## src/hw/rtl/sqlf_pkg.sv

```systemverilog
// Shared types and constants for the store queue with load forwarding.
// Holds command and status codes, sequencer states and the queue entry layout.
// No dependencies.
package sqlf_pkg;

  localparam int unsigned QUEUE_DEPTH_DEF = 16;
  localparam int unsigned TAG_W  = 32;
  localparam int unsigned ADDR_W = 64;
  localparam int unsigned SIZE_W = 4;
  localparam int unsigned DATA_W = 64;
  localparam int unsigned BYTES  = DATA_W / 8;
  localparam int unsigned CMD_W  = 2;
  localparam int unsigned STAT_W = 2;

  localparam logic [SIZE_W-1:0] MAX_SIZE  = SIZE_W'(BYTES);
  localparam logic [7:0]        BYTE_MASK = 8'hff;

  typedef enum logic [CMD_W-1:0] {
    CMD_INSERT = 2'd0,
    CMD_DRAIN  = 2'd1,
    CMD_LOOKUP = 2'd2,
    CMD_NONE   = 2'd3
  } sqlf_cmd_t;

  localparam logic [STAT_W-1:0] STATUS_OK      = 2'd0;
  localparam logic [STAT_W-1:0] STATUS_FULL    = 2'd1;
  localparam logic [STAT_W-1:0] STATUS_MISSING = 2'd2;

  typedef enum logic [1:0] {
    S_IDLE,
    S_SCAN,
    S_FINISH
  } sqlf_state_t;

  typedef struct packed {
    logic [TAG_W-1:0]  tag;
    logic [ADDR_W-1:0] address;
    logic [SIZE_W-1:0] size;
    logic [DATA_W-1:0] data;
  } sqlf_entry_t;

  localparam int unsigned ENTRY_W = $bits(sqlf_entry_t);

endpackage

```

## src/hw/rtl/store_queue_load_forwarding.sv

```systemverilog
// Store queue with store-to-load forwarding for one hart: top level.
// Depends on sqlf_pkg and the entry memory sqlf_ram.
//
// Usage:
//   A word is taken at a rising edge with start high and busy low. in_command
//   selects insert (record a store, replacing one with the same tag), drain
//   (remove a store by tag, return address, size and data) or load lookup
//   (merge queued store bytes over the supplied memory bytes).
//   Each word gives exactly one result, shown on the out_ ports for one cycle
//   with out_strobe high; the receiver takes it in that cycle and cannot stall.
//   Timing: every command sweeps the entry memory once, one entry per cycle
//   through its single registered read port, then performs the
//   write-back. busy stays high over the sweep and write-back from the accepting
//   edge; out_strobe is high in the cycle after busy falls, and a new word may
//   be taken at the edge that ends that cycle. A new word is not taken while busy
//   is high, so each word completes before the next is accepted.
//   Reset: synchronous, active low; clears all entry valid bits and the
//   sequencer. Entry contents are not cleared; an entry's contents are only used
//   while its valid bit is set.
module store_queue_load_forwarding #(
  parameter int unsigned QUEUE_DEPTH = sqlf_pkg::QUEUE_DEPTH_DEF
) (
  input  logic                        clk,
  input  logic                        rst_n,
  input  logic                        start,
  output logic                        busy,
  input  logic [sqlf_pkg::CMD_W-1:0]  in_command,
  input  logic [sqlf_pkg::TAG_W-1:0]  in_tag,
  input  logic [sqlf_pkg::ADDR_W-1:0] in_address,
  input  logic [sqlf_pkg::SIZE_W-1:0] in_size,
  input  logic [sqlf_pkg::DATA_W-1:0] in_data,
  output logic                        out_strobe,
  output logic [sqlf_pkg::STAT_W-1:0] out_status,
  output logic [sqlf_pkg::DATA_W-1:0] out_result_data,
  output logic [sqlf_pkg::BYTES-1:0]  out_forwarded_mask,
  output logic [sqlf_pkg::ADDR_W-1:0] out_result_address,
  output logic [sqlf_pkg::SIZE_W-1:0] out_result_size
);

  import sqlf_pkg::*;

  localparam int unsigned IW = (QUEUE_DEPTH > 1) ? $clog2(QUEUE_DEPTH) : 1;
  localparam int unsigned CW = $clog2(QUEUE_DEPTH + 1);
  localparam logic [CW-1:0] LAST_CNT = CW'(QUEUE_DEPTH);

  sqlf_state_t state_r, state_nxt;
  logic [CW-1:0] cnt_r, cnt_m1;
  logic [IW-1:0] proc_idx;
  logic [QUEUE_DEPTH-1:0] valid_r;

  sqlf_cmd_t         cmd_r;
  logic [TAG_W-1:0]  tag_r;
  logic [ADDR_W-1:0] addr_r;
  logic [SIZE_W-1:0] size_r;
  logic [DATA_W-1:0] data_r;
  logic [SIZE_W-1:0] size_clamp;

  logic              found_r, free_found_r;
  logic [IW-1:0]     hit_idx_r, free_idx_r;
  logic [ADDR_W-1:0] drn_addr_r;
  logic [SIZE_W-1:0] drn_size_r;
  logic [DATA_W-1:0] drn_data_r;

  logic [BYTES-1:0]  lane_hit_r, lane_take;
  logic [TAG_W-1:0]  lane_tag_r  [BYTES];
  logic [7:0]        lane_byte_r [BYTES];
  logic [7:0]        lane_pick   [BYTES];

  logic              accept, rd_en, proc_en, finish;
  logic              wr_en;
  logic [IW-1:0]     wr_addr;
  sqlf_entry_t       wr_entry, rd_entry;
  logic [ENTRY_W-1:0] rd_word;

  logic              ent_valid, ent_match, tag_ok, near;
  logic [ADDR_W-1:0] off0;
  logic [5:0]        lane_off;

  logic              out_strobe_r;
  logic [STAT_W-1:0] out_status_r, status_fin;
  logic [DATA_W-1:0] out_data_r, data_fin;
  logic [BYTES-1:0]  out_mask_r, mask_fin;
  logic [ADDR_W-1:0] out_addr_r, addr_fin;
  logic [SIZE_W-1:0] out_size_r, size_fin;

  assign size_clamp = (in_size > MAX_SIZE) ? MAX_SIZE : in_size;
  assign cnt_m1     = cnt_r - CW'(1);
  assign proc_idx   = cnt_m1[IW-1:0];

  always_comb begin
    state_nxt = state_r;
    unique case (state_r)
      S_IDLE: begin
        if (start) state_nxt = S_SCAN;
      end
      S_SCAN: begin
        if (cnt_r == LAST_CNT) state_nxt = S_FINISH;
      end
      S_FINISH: state_nxt = S_IDLE;
      default:  state_nxt = S_IDLE;
    endcase
  end

  always_comb begin
    busy    = 1'b1;
    rd_en   = 1'b0;
    proc_en = 1'b0;
    finish  = 1'b0;
    unique case (state_r)
      S_IDLE:   busy = 1'b0;
      S_SCAN: begin
        rd_en   = (cnt_r != LAST_CNT);
        proc_en = (cnt_r != '0);
      end
      S_FINISH: finish = 1'b1;
      default:  busy = 1'b0;
    endcase
  end

  assign accept = start && !busy;

  assign wr_entry = '{tag: tag_r, address: addr_r, size: size_r, data: data_r};
  assign wr_en    = finish && (cmd_r == CMD_INSERT) && (found_r || free_found_r);
  assign wr_addr  = found_r ? hit_idx_r : free_idx_r;

  sqlf_ram #(
    .WIDTH (ENTRY_W),
    .DEPTH (QUEUE_DEPTH),
    .AW    (IW)
  ) u_entries (
    .clk     (clk),
    .wr_en   (wr_en),
    .wr_addr (wr_addr),
    .wr_data (wr_entry),
    .rd_en   (rd_en),
    .rd_addr (cnt_r[IW-1:0]),
    .rd_data (rd_word)
  );

  assign rd_entry = sqlf_entry_t'(rd_word);

  // entry compare and per-lane forwarding check
  always_comb begin
    ent_valid = valid_r[proc_idx];
    ent_match = ent_valid && (rd_entry.tag == tag_r);
    tag_ok    = ent_valid && (rd_entry.tag <= tag_r);
    off0      = addr_r - rd_entry.address;
    near      = (off0[ADDR_W-1:3] == '0) || (off0[ADDR_W-1:3] == '1);
    lane_off  = '0;
    for (int i = 0; i < BYTES; i++) begin
      lane_off     = {off0[4], off0[4:0]} + 6'(i);
      lane_take[i] = tag_ok && near && !lane_off[5]
                     && (lane_off < {2'b00, rd_entry.size})
                     && (SIZE_W'(i) < size_r)
                     && (!lane_hit_r[i] || (rd_entry.tag > lane_tag_r[i]));
      lane_pick[i] = rd_entry.data[8*lane_off[2:0] +: 8];
    end
  end

  // result assembly at the end of the sweep
  always_comb begin
    status_fin = STATUS_OK;
    data_fin   = '0;
    mask_fin   = '0;
    addr_fin   = '0;
    size_fin   = '0;
    unique case (cmd_r)
      CMD_INSERT: begin
        if (!found_r && !free_found_r) status_fin = STATUS_FULL;
      end
      CMD_DRAIN: begin
        if (found_r) begin
          addr_fin = drn_addr_r;
          size_fin = drn_size_r;
          for (int b = 0; b < BYTES; b++) begin
            if (SIZE_W'(b) < drn_size_r) data_fin[8*b +: 8] = drn_data_r[8*b +: 8];
          end
        end else begin
          status_fin = STATUS_MISSING;
        end
      end
      CMD_LOOKUP: begin
        mask_fin = lane_hit_r;
        for (int b = 0; b < BYTES; b++) begin
          if (lane_hit_r[b]) begin
            data_fin[8*b +: 8] = lane_byte_r[b];
          end else if (SIZE_W'(b) < size_r) begin
            data_fin[8*b +: 8] = data_r[8*b +: 8] & BYTE_MASK;
          end
        end
      end
      default: status_fin = STATUS_OK;
    endcase
  end

  always_ff @(posedge clk) begin
    if (!rst_n) begin
      state_r      <= S_IDLE;
      cnt_r        <= '0;
      valid_r      <= '0;
      out_strobe_r <= 1'b0;
    end else begin
      state_r      <= state_nxt;
      out_strobe_r <= finish;
      if (accept) begin
        cnt_r <= '0;
      end else if (state_r == S_SCAN && cnt_r != LAST_CNT) begin
        cnt_r <= cnt_r + CW'(1);
      end
      if (wr_en) begin
        valid_r[wr_addr] <= 1'b1;
      end
      if (finish && cmd_r == CMD_DRAIN && found_r) begin
        valid_r[hit_idx_r] <= 1'b0;
      end
    end
  end

  always_ff @(posedge clk) begin
    if (accept) begin
      cmd_r        <= sqlf_cmd_t'(in_command);
      tag_r        <= in_tag;
      addr_r       <= in_address;
      size_r       <= size_clamp;
      data_r       <= in_data;
      found_r      <= 1'b0;
      free_found_r <= 1'b0;
      lane_hit_r   <= '0;
    end else if (proc_en) begin
      if (ent_match && !found_r) begin
        found_r    <= 1'b1;
        hit_idx_r  <= proc_idx;
        drn_addr_r <= rd_entry.address;
        drn_size_r <= rd_entry.size;
        drn_data_r <= rd_entry.data;
      end
      if (!ent_valid && !free_found_r) begin
        free_found_r <= 1'b1;
        free_idx_r   <= proc_idx;
      end
      for (int i = 0; i < BYTES; i++) begin
        if (lane_take[i]) begin
          lane_hit_r[i]  <= 1'b1;
          lane_tag_r[i]  <= rd_entry.tag;
          lane_byte_r[i] <= lane_pick[i];
        end
      end
    end
    if (finish) begin
      out_status_r <= status_fin;
      out_data_r   <= data_fin;
      out_mask_r   <= mask_fin;
      out_addr_r   <= addr_fin;
      out_size_r   <= size_fin;
    end
  end

  assign out_strobe         = out_strobe_r;
  assign out_status         = out_status_r;
  assign out_result_data    = out_data_r;
  assign out_forwarded_mask = out_mask_r;
  assign out_result_address = out_addr_r;
  assign out_result_size    = out_size_r;

`ifndef SYNTH
  a_busy_after_accept: assert property (@(posedge clk) disable iff (!rst_n)
    (start && !busy) |=> busy)
    else $error("busy not raised after accepting a word");

  a_strobe_after_finish: assert property (@(posedge clk) disable iff (!rst_n)
    (state_r == S_FINISH) |=> out_strobe)
    else $error("no result after the write-back cycle");

  a_strobe_single: assert property (@(posedge clk) disable iff (!rst_n)
    out_strobe |=> !out_strobe)
    else $error("result strobe held longer than one cycle");

  a_full_means_full: assert property (@(posedge clk) disable iff (!rst_n)
    (out_strobe && out_status == STATUS_FULL) |-> (&valid_r))
    else $error("queue full reported with a free entry");
`endif

endmodule

```

## src/hw/rtl/sqlf_ram.sv

```systemverilog
// Generic single-write, single-read RAM with registered read data.
// Parameters set word width and depth. No dependencies.
module sqlf_ram #(
  parameter int unsigned WIDTH = 8,
  parameter int unsigned DEPTH = 16,
  parameter int unsigned AW    = (DEPTH > 1) ? $clog2(DEPTH) : 1
) (
  input  logic             clk,
  input  logic             wr_en,
  input  logic [AW-1:0]    wr_addr,
  input  logic [WIDTH-1:0] wr_data,
  input  logic             rd_en,
  input  logic [AW-1:0]    rd_addr,
  output logic [WIDTH-1:0] rd_data
);

  logic [WIDTH-1:0] mem [DEPTH];

  always_ff @(posedge clk) begin
    if (wr_en) begin
      mem[wr_addr] <= wr_data;
    end
    if (rd_en) begin
      rd_data <= mem[rd_addr];
    end
  end

endmodule

```

## config.mk

```make
export PLATFORM = sky130hd
export DESIGN_NAME = store_queue_load_forwarding
export DESIGN_NICKNAME = d
export VERILOG_FILES = /design/src/hw/rtl/sqlf_pkg.sv /design/src/hw/rtl/store_queue_load_forwarding.sv /design/src/hw/rtl/sqlf_ram.sv
export SDC_FILE = /design/constraint.sdc
export NUM_CORES = 2
export LEC_CHECK = 0
export BUFFER_PORTS_ARGS = -buffer_cell sky130_fd_sc_hd__buf_2
export CAP_MARGIN = 20
export CORE_MARGIN = 4
export CORE_UTILIZATION = 55
export DETAILED_ROUTE_END_ITERATION = 10
export PLACE_DENSITY = 0.74
export SYNTH_ARGS = -nofsm -noshare
export SYNTH_HDL_FRONTEND = slang
export SYNTH_SLANG_ARGS = --single-unit
```

## constraint.sdc

```tcl
create_clock -name clk -period 14.7 [get_ports clk]
set_clock_uncertainty 0.2 [all_clocks]
set_input_delay 4.41 -clock clk [delete_from_list [all_inputs] [get_ports clk]]
set_output_delay 4.41 -clock clk [all_outputs]
set_load 0.03 [all_outputs]
```

* Yosys cells after proc, flatten, opt, wreduce, memory -nomap -nowiden *
Memory sizes are Yosys's and may differ from the RTL's. A register that Yosys moved wholly into a read port is not among the register bits.
Cells that the tools add are included.

storage, ports and cells
  register bits after elaboration = 482
  latch bits = 0
  RAM bits = 2944
  memory bits (read-only) = 0
  input bits = 169
  word-level logic and storage cells = 280
  memories = 3

memories
  name           depth  width  read ports  clocked after Yosys merged registers in  wr ports  line                               text
  u_entries.mem  16     164    1           1                                        1         sqlf_ram.sv:17                     logic [WIDTH-1:0] mem [DEPTH];
  lane_tag_r     8      32     8           0                                        8         store_queue_load_forwarding.sv:65  logic [TAG_W-1:0] lane_tag_r [BYTES];
  lane_byte_r    8      8      8           0                                        8         store_queue_load_forwarding.sv:66  logic [7:0] lane_byte_r [BYTES];

cells by class
  add/subtract/negate cells = 10
  $mul = 0
  div/mod/pow operators = 0
  $lt $le $gt $ge = 39
  eq/ne operators = 10
  shifts and indexed selects = 8
  muxes and demuxes = 80
  bitwise gates (word level) = 5
  reductions and logical operators = 96

operators with widths
  cell                  count
  $shiftx 64x7->8       8
  $gt 32x32->1          8
  $mux 8                24
  $pmux 64 s2           1
  $mux 64               1
  $sub 64x64->64        1
  $eq 61x61->1 const B  1
  $logic_not 61->1      1
  $lt 6x4->1            8
  $mux 16               3
  $logic_and 1x1->1     46
  $mux 1                42
  $eq 32x32->1          1
  $le 32x32->1          1
  $lt 3x4->1 const A    8
  $add 5x4->6 const B   4
  $reduce_and 2->1      12
  $logic_not 1->1       20
  $and 16x16->16        1
  $lt 1x4->1 const A    4
  $lt 2x4->1 const A    4
  $not 16->16           1
  $or 16x16->16         1
  $lt 4x5->1 const B    3
  22 further kinds      44

* Longest topological paths before layout *
  depth after elaboration = 13
  mapped depth = 17
  depth with buffers taken out = 15

* By module *
From an unflattened synthesis, not the netlist that was laid out.

unflattened totals
  cells, all modules = 7830
  area, all modules = 146892.1 um^2

by module, submodules not included
  module                       instances  cells an instance  area an instance (um^2)  sequential area each (um^2)
  sqlf_ram                     1          4277               103367.9                 83720.3
  store_queue_load_forwarding  1          3553               43524.2                  23742.8

* Least setup slack after synthesis *
OpenSTA, ideal clock, no wires.

  kind = input-to-reg
  start point = input start
  end point = register drn_addr_r[0], enable pin
  setup time = 0.800 ns
  arrival time = 14.030 ns
  data required time = 13.700 ns
  slack = -0.330 ns
  stages = 3
  path buffers = 0
  path through = nand2b_1 > o2111ai_1 > nor3_1

between the ends
  longest elaborated chain between the ends = 3

RTL lines
  element                     line                                text
  start: declaration          store_queue_load_forwarding.sv:25   input logic start,
  $logic_and 1x1->1           store_queue_load_forwarding.sv:120  assign accept = start && !busy;
  $not 1->1 (no line)         -
  $reduce_and 3->1 (no line)  -
  end signal: assignment      store_queue_load_forwarding.sv:233  drn_addr_r <= rd_entry.address;
  end: declaration            store_queue_load_forwarding.sv:60   logic [ADDR_W-1:0] drn_addr_r;

Every way passes these cells.
A chain may end at the register's enable or synchronous reset.

==> impl_metrics.yaml <==
synth:
  synthesis.area_sq_um: 146000
  synth.most_common_cell: "edfxtp_1"
  synth_top_family_by_area: "multiplexers"
  ys_warn_count: 0
  synth_edf_count: 3556
  synth-xor-area-share_pct: 0.471
  synth_area_leader_cell: "edfxtp_1"
  yosys.cell_types.count: 98
  synthAdderAreaFrac_pct: 3.36
  synth_commonest_cells: "edfxtp_1 (3556), mux4_2 (889), ha_1 (391), inv_1 (384), nand2_1 (224)"
  async_reset_ff_share_pct: 0
  yosys.area_share.simple_pct: 3.48
  synth_ff_type: "edfxtp_1"
  syn_inst: 7296
  synth_top_area_share_pct: 73.1
  syn_area_per_cell_sq_um: 20.0
  synth_compound_area_share_pct: 3.22
  synthMuxAreaShare_pct: 14.1
  ys_top_cells_by_area: "edfxtp_1 (73%), mux4_2 (14%), ha_1 (3.4%)"
  ys_seq_area_share_pct: 73.6
  synth_seq_cells: 3590
  synth_nets: 7857
pwr:
  pwr-share-seq_pct: 46.2
  ir_drop_mv: 0.150
  comb_power_share_pct: 23.4
  clkPwrFrac_pct: 30.3
  switching_share_pct: 30.4
  cellLeakagePower_nw: 53.7
  power.internal_mw: 20.1
  power_mw: 28.9
  p_per_area_nw_per_um2: 177
  p_switching_mw: 8.78
global_route:
  antenna_found_initial: 15
  grt_pass1_vias: 77300
  grt_first_pass_wirelength_mm: 545
  overflow: 0
  grt_use_total_pct: 27.5
  grt_max_degree: 146
cts:
  cts.sinks: 3590
  cts_setup_buffers: 0
  clockBufferDepth: 4
  htreeDepth: 5
  postCtsHoldBufs: 0
  ctsResizeCount: 0
  cts-root-buf: "clkbuf_16"
  cts_made_buffers: 359
  clock_latency_ps: 910
  cts_tree: "built"
  clkTransAtPathRegs_ps: 60
worst_setup_path:
  start_kind: "primary input"
  path_class: "in2reg"
  cp_cell_sequence: "buf_2 > nand2b_1 > o2111ai_1 > a21oi_1 > nand4_1 > or4_1 > or4_1 > a21boi_4 > buf_4"
  critical-path-slowest-cell: "or4_1"
  path_delay_family: "simple AND/OR/NAND/NOR gates"
  slowest_delay_ps: 930
  cp_max_fo: 32
  worstSetupEndpointType: "flip-flop"
  crit_arrival_ps: 8820
  crit_path_frequent_cell: "or4_1"
  worst_ep_required_time_ps: 15040
  crit_buf_inv: 2
timing:
  tightest_slew_ps: 1120
  hold_viol: 0
  slew_headroom_pct: 25.2
  period_needed_ps: 8480
  rsz0062_at_grt: "no"
  timing.fmax_mhz: 118
  period_share_pct: 57.7
  finalSetupTns_ps: 0
  drv_slew: 0
  setup_viol: 0
cells_and_area:
  drive_above_1_share_pct: 24.6
  stdcell_area_sq_um: 164000
  num-nets-final: 8410
  area_growth_pct: 12.1
  final_core_util_pct: 62.2
place:
  gp_routability_congestion: 0.948
  placed_area_sq_um: 152000
  io_buffers: 312
  post-dp-hpwl_mm: 215
routing:
  vias_per_cell: 6.58
  drtIter0Drc: 10500
  drt-pass1-iter-count: 9
  wl_mm: 375
  postRouteAntennaNets: 0
  vias: 76600
  drc_errors: 0
  wl_per_cell_microns: 32.2
outcome:
  status: "finished clean"
floorplan:
  dieArea_sq_um: 274000
  chipHeight_microns: 523
  start_util_pct: 55.5
  core_area_sq_um: 263000
  rows: 188
  die_w_microns: 523
  io_pins: 313
min_path:
  hold_path.class: "reg2reg"
flow_run:
  drv_cap: 0
per-layer routing:
layer / global-route usage [%] / wire length (microns) / part of all wire [%] / vias to the layer above
met2: 44.0 / 182000 / 49 / 4608
met3: 5.36 / 38800 / 10 / 731
met4: 9.16 / 14100 / 3.8 / 6
met5: 0 / 62 / 0.017 / -
met1: 38.6 / 140000 / 37 / 40200
li1: - / - / - / 31100
layout make-up:
type,instances,area [sq um]
diodes,5,12.5
repair buffers,477,2950
multi-input cells,3036,36300
clock inverters,194,1700
fillers,17600,99500
well taps,3515,4400
clock buffers,445,9440
inverters,385,1450
flip-flops and latches,3590,107000
sequential cells by signal, summed over array words and instances, names as in the netlist, 2 cells and up:
signal              count
addr_r                 64
out_forwarded_mask      8
free_idx_r              4
drn_addr_r             64
hit_idx_r               4
size_r                  4
valid_r                16
data_r                 64
lane_byte_r            64
state_r                 2
drn_data_r             64
lane_hit_r              8
cnt_r                   5
out_result_data        64
u_entries.mem        2624
out_status              2
tag_r                  32
cmd_r                   2
out_result_address     64
u_entries.rd_data     164
drn_size_r              4
out_result_size         4
lane_tag_r            256
worst reg2reg max path, cell delays in order, from the launching register on:
cell	delay (ps)
edfxtp_1	640
inv_1	160
ha_4	210
fa_2	370
nor2b_1	260
o22ai_2	170
xnor2_2	720
o2111ai_1	330
nor2_1	170
and3_1	170
nand4_1	100
nor4_1	480
nand4_1	130
or4_1	540
or4_1	930
a21boi_4	610
buf_4	460
power by group through the flow:
stage	clock, mW	combinational [mW]	sequential, mW
after floorplan	0	4.40	13.4
after global placement	0	6.53	13.5
after detailed placement	0	6.62	13.6
after CTS	8.88	6.68	13.4
after global routing	9.33	7.26	13.4
final	8.77	6.77	13.4
worst paths after layout:
kind                            cells after the start  slack [ps]                          end                             start
worst min register to register                      0         250     drn_addr_r[57]$_DFFE_PP_  u_entries.rd_data[125]$_DFFE_PP_
worst max-delay path                                9        6220  lane_tag_r[0][26]$_DFFE_PP_                             start
worst max register to register                     16        7700  lane_tag_r[0][26]$_DFFE_PP_               addr_r[0]$_DFFE_PP_
worst min-delay path                                0         250     drn_addr_r[57]$_DFFE_PP_  u_entries.rd_data[125]$_DFFE_PP_
stage by stage:
stage                     setup slack [ps]  hold slack (ps)  cells
after global routing                  6040              260  11600
after floorplan                       1970              226   7296
final                                 6220              247  11600
after detailed placement              5310              237  11000
after CTS                             6270              241  11600
after global placement                5340              235  11000
cell families (layout without fill, tap and decap cells):
group           after synthesis  in the layout
buf+inv                     670           1501
simple gates                943            943
fa+ha+maj                   392            392
other cells                   0              5
mux                         942            942
xor+xnor                     76             76
compound gates              683            683
flops                      3590           3590
cells in the final DEF, fill, tap and decap left out, types with 19 or more instances in the layout:
cell       netlist  layout
buf_2           23     312
xnor2_1         46      44
a21o_1          86      86
a222oi_1        48      48
o21ai_1         28      28
clkbuf_1       183      76
and3_1          75      75
dfxtp_1         34      29
inv_1          384     383
bufinv_16        0      20
buf_4            4     151
nand4_1        101     101
a22oi_1         23      23
xor2_1          27      25
edfxtp_1      3556    3556
a21oi_1        187     187
o21ai_0        109     109
nor2b_1        116     116
nand2b_1        43      43
mux4_2         889     889
nor3_1          45      44
mux2_2          51      51
clkinv_1         1      83
clkinv_2         0      45
ha_1           391     387
nand2_1        224     224
o21a_1          25      25
o211ai_1        19      19
nor2_1         140     124
clkbuf_16        0     362
nand3_1         60      60
nor4_1          33      32
No activity file was read; power rests on OpenSTA's default activity.
